### src/rtl/rfbr_mem.sv
`timescale 1ns / 1ps
`default_nettype none

module rfbr_mem #(
    parameter int DEPTH      = 256,
    parameter int DATA_WIDTH = 16
) (
    input  wire                          clk,
    input  wire                          wr_en,
    input  wire  [$clog2(DEPTH)-1:0]     wr_addr,
    input  wire  [DATA_WIDTH-1:0]        wr_data,
    input  wire                          rd_en,
    input  wire  [$clog2(DEPTH)-1:0]     rd_addr,
    output logic [DATA_WIDTH-1:0]        rd_data
);

    logic [DATA_WIDTH-1:0] slot_mem_reg [DEPTH];
    logic [DATA_WIDTH-1:0] rd_data_reg;

    // Single write port.
    always_ff @(posedge clk)
    begin
        if (wr_en)
        begin
            slot_mem_reg[wr_addr] <= wr_data;
        end
    end

    // Single read port with registered data.
    always_ff @(posedge clk)
    begin
        if (rd_en)
        begin
            rd_data_reg <= slot_mem_reg[rd_addr];
        end
    end

    assign rd_data = rd_data_reg;

endmodule

`default_nettype wire

### config.mk
export PLATFORM = sky130hd
export DESIGN_NAME = rfbr_mem
export DESIGN_NICKNAME = d
export VERILOG_FILES = /design/src/rtl/rfbr_mem.sv
export SDC_FILE = /design/constraint.sdc
export NUM_CORES = 2
export LEC_CHECK = 0
export ABC_CLOCK_PERIOD_IN_PS = 4050
export BUFFER_PORTS_ARGS = -buffer_cell sky130_fd_sc_hd__clkbuf_2
export CAP_MARGIN = 15
export CORE_MARGIN = 3
export CORE_UTILIZATION = 55
export CTS_CLUSTER_SIZE = 25
export DETAILED_ROUTE_END_ITERATION = 12
export PLACE_DENSITY = 0.75
export REMOVE_ABC_BUFFERS = 1
export SLEW_MARGIN = 20
export SYNTH_ARGS = -nofsm -noshare
export SYNTH_HDL_FRONTEND = slang
export SYNTH_SLANG_ARGS = --single-unit
### constraint.sdc
create_clock -name clk -period 4.05 [get_ports clk]
set_input_delay 0.81 -clock clk [delete_from_list [all_inputs] [get_ports clk]]
set_output_delay 0.81 -clock clk [all_outputs]
set_load 0.1 [all_outputs]
==> metrics.cfg <==
[critical_path]
cp-start-kind=primary input
rr_startpoint=slot_mem_reg[1][0]
crit_arrival_ns=4.14
cp.required_ns=4.73
setup.worst_path.start=rd_addr[1]
end_kind=flip-flop
crit_type=in2reg
cp_max_fo=22

[global_route]
grt_use_total_pct=28.10
grt_pass1_vias=80510
antenna_found_initial=27
overflow=0
grt_max_degree=142
grt_pass1_wl_um=594000

[synth]
post-synth-top-area-cell=edfxtp_1
syn_area_um2=158900
async_flop_share_pct=0
ys.flop_type=edfxtp_1
synth_seq_area_share_pct=77.72
synth_edf_count=4112
ys_warn_count=0
ys_top_cells_by_count=edfxtp_1 (4112), mux4_2 (797), mux2i_1 (565), nor2_1 (304), o221ai_1 (252)
yosysMostFrequentCell=edfxtp_1
synth-seq-cells=4112
synthTopCellsByArea=edfxtp_1 (78%), mux4_2 (11%), mux2i_1 (3.6%)
syn_area_per_cell_um2=21.59
synth_cell_types=51
synth_top_area_share_pct=77.72
synthCells=7360

[floorplan]
fp.coreArea_um2=286200
die_area_um2=295300
die_h_um=543.5
die_x_um=543.5
rows=196
initial_core_util_pct=55.51
pin_count=51

[cells_and_area]
drive_above_1_share_pct=26.34
area_growth_pct=13.65
largest_reg_flops=4096
utilization_pct=63.09
fin_nets=8066
finalNonFillerCells=12140
stdcell_area_um2=180600

[cts]
ctsHtreeMaxLevel=5
cts_hold_buffers=0
cts_root_buf=clkbuf_16
cts.clk_slew.worst_paths_ns=0.06
clk-insertion-delay-late_ns=0.95
cts_buffers=399
cts_tree=done
postCtsSetupBuffers=0
cts.repair.resized=0
clockBufferDepth=4
clock_sinks=4112

[timing]
hold_slack_ns=0.2765
slew_viol_final=0
layout_setup_ws_ns=0.5895
fin_worst_skew_ns=0.07920
rsz0062_at_grt=false
fmax_ghz=0.2890
tightest_slew_ns=1.243
setup_viol_count_final=0
period_share_pct=85.44
tns_ns=0
fin_crit_ns=3.461
slew_headroom_pct=17.15
hold_viol=0

[placement]
dp_hpwl_um=247900
pre_cts_ws_ns=-0.2617
gp_congestion=0.9532
place_area_um2=167800
placement.io_buffers=50
dp.cells=11390

[route]
drt_iter0_markers=13230
wl_per_cell_um=34.34
drc=0
routed_wl_um=416700
drtPass1Iterations=8
viasPerCell=6.771
drt.antenna.violating_nets=0
vias=82170

[job]
cap_viol_max_count=0

[power]
leakagePower_nw=57.95
finalPower_mw=88.00
ir_worst_vdd_mv=0.4511
power_density_nw_per_um2=487.4

[worst_hold_path]
min_from=wr_data[2]
hold_path_class=in2reg

[status]
outcome=finished, final reports clean

[power by group]
| part | internal (mW) | total [mW] | switching (mW) |
|---|---|---|---|
| clock | 20.5 | 36.3 | 15.8 |
| sequential | 46.9 | 47.0 | 0.0571 |
| combinational | 1.64 | 4.72 | 3.08 |
| total | 69.0 | 88.0 | 19.0 |
[final timing paths]
check,endpoint,slack (ns),depth (start not counted)
setup / recovery,rd_data[10],0.59,11
hold / removal,slot_mem_reg[140][2],0.28,1
setup reg to reg,rd_data[0],1.08,8
hold reg to reg,rd_data[2],1.14,6
[kinds of logic after synthesis]
| logic type | synth area share (%) |
|---|---|
| AO/OA/AOI/OAI | 3.534 |
| flip-flops | 77.72 |
| buffers and inverters | 1.692 |
| AND/OR/NAND/NOR | 1.573 |
| multiplexers | 15.48 |
[layer usage]
metal	up-vias	track usage [%]	routed length (µm)	share of wire (%)
li1	32660	-	-	-
met1	42910	39.56	151100	36
met2	5740	43.43	196600	47
met3	852	6.433	49880	12
met4	12	10.88	18960	4.6
met5	-	0	156	0.037
[layout make-up]
| class | count | area (µm²) |
|---|---|---|
| inverter | 4 | 27.53 |
| fill | 18180 | 105600 |
| clock buffer | 481 | 10400 |
| antenna | 14 | 35.03 |
| timing repair buffer | 722 | 6787 |
| tap | 3762 | 4707 |
| sequential | 4112 | 123500 |
| multi-input combinational | 2792 | 32820 |
| clock inverter | 248 | 2300 |
[worst max-delay path, stage by stage]
cell and delay [ns]:
buf_8 0.30, or2_4 0.45, buf_12 0.22, buf_12 0.24, buf_4 0.23, buf_4 0.17, o221ai_1 0.22, o22ai_1 0.63
a22oi_1 0.27, nand3_1 0.39, nor4_1 0.09
[placed cells by master, fill, tap and decap left out, drive strengths merged, types with 32 or more instances in the layout]
cell type and instances:
clkbuf 511, mux2i 565, o22ai 148, buf 692, a22oi 43, nand2 38, mux2 88, mux4 797
nor3 92, o221ai 253, o21ai 38, bufinv 33, a22o 32, nand3 35, a21oi 175, clkinv 194
edfxtp 4112, nor2 304
Power figures use the tool's default switching activity.
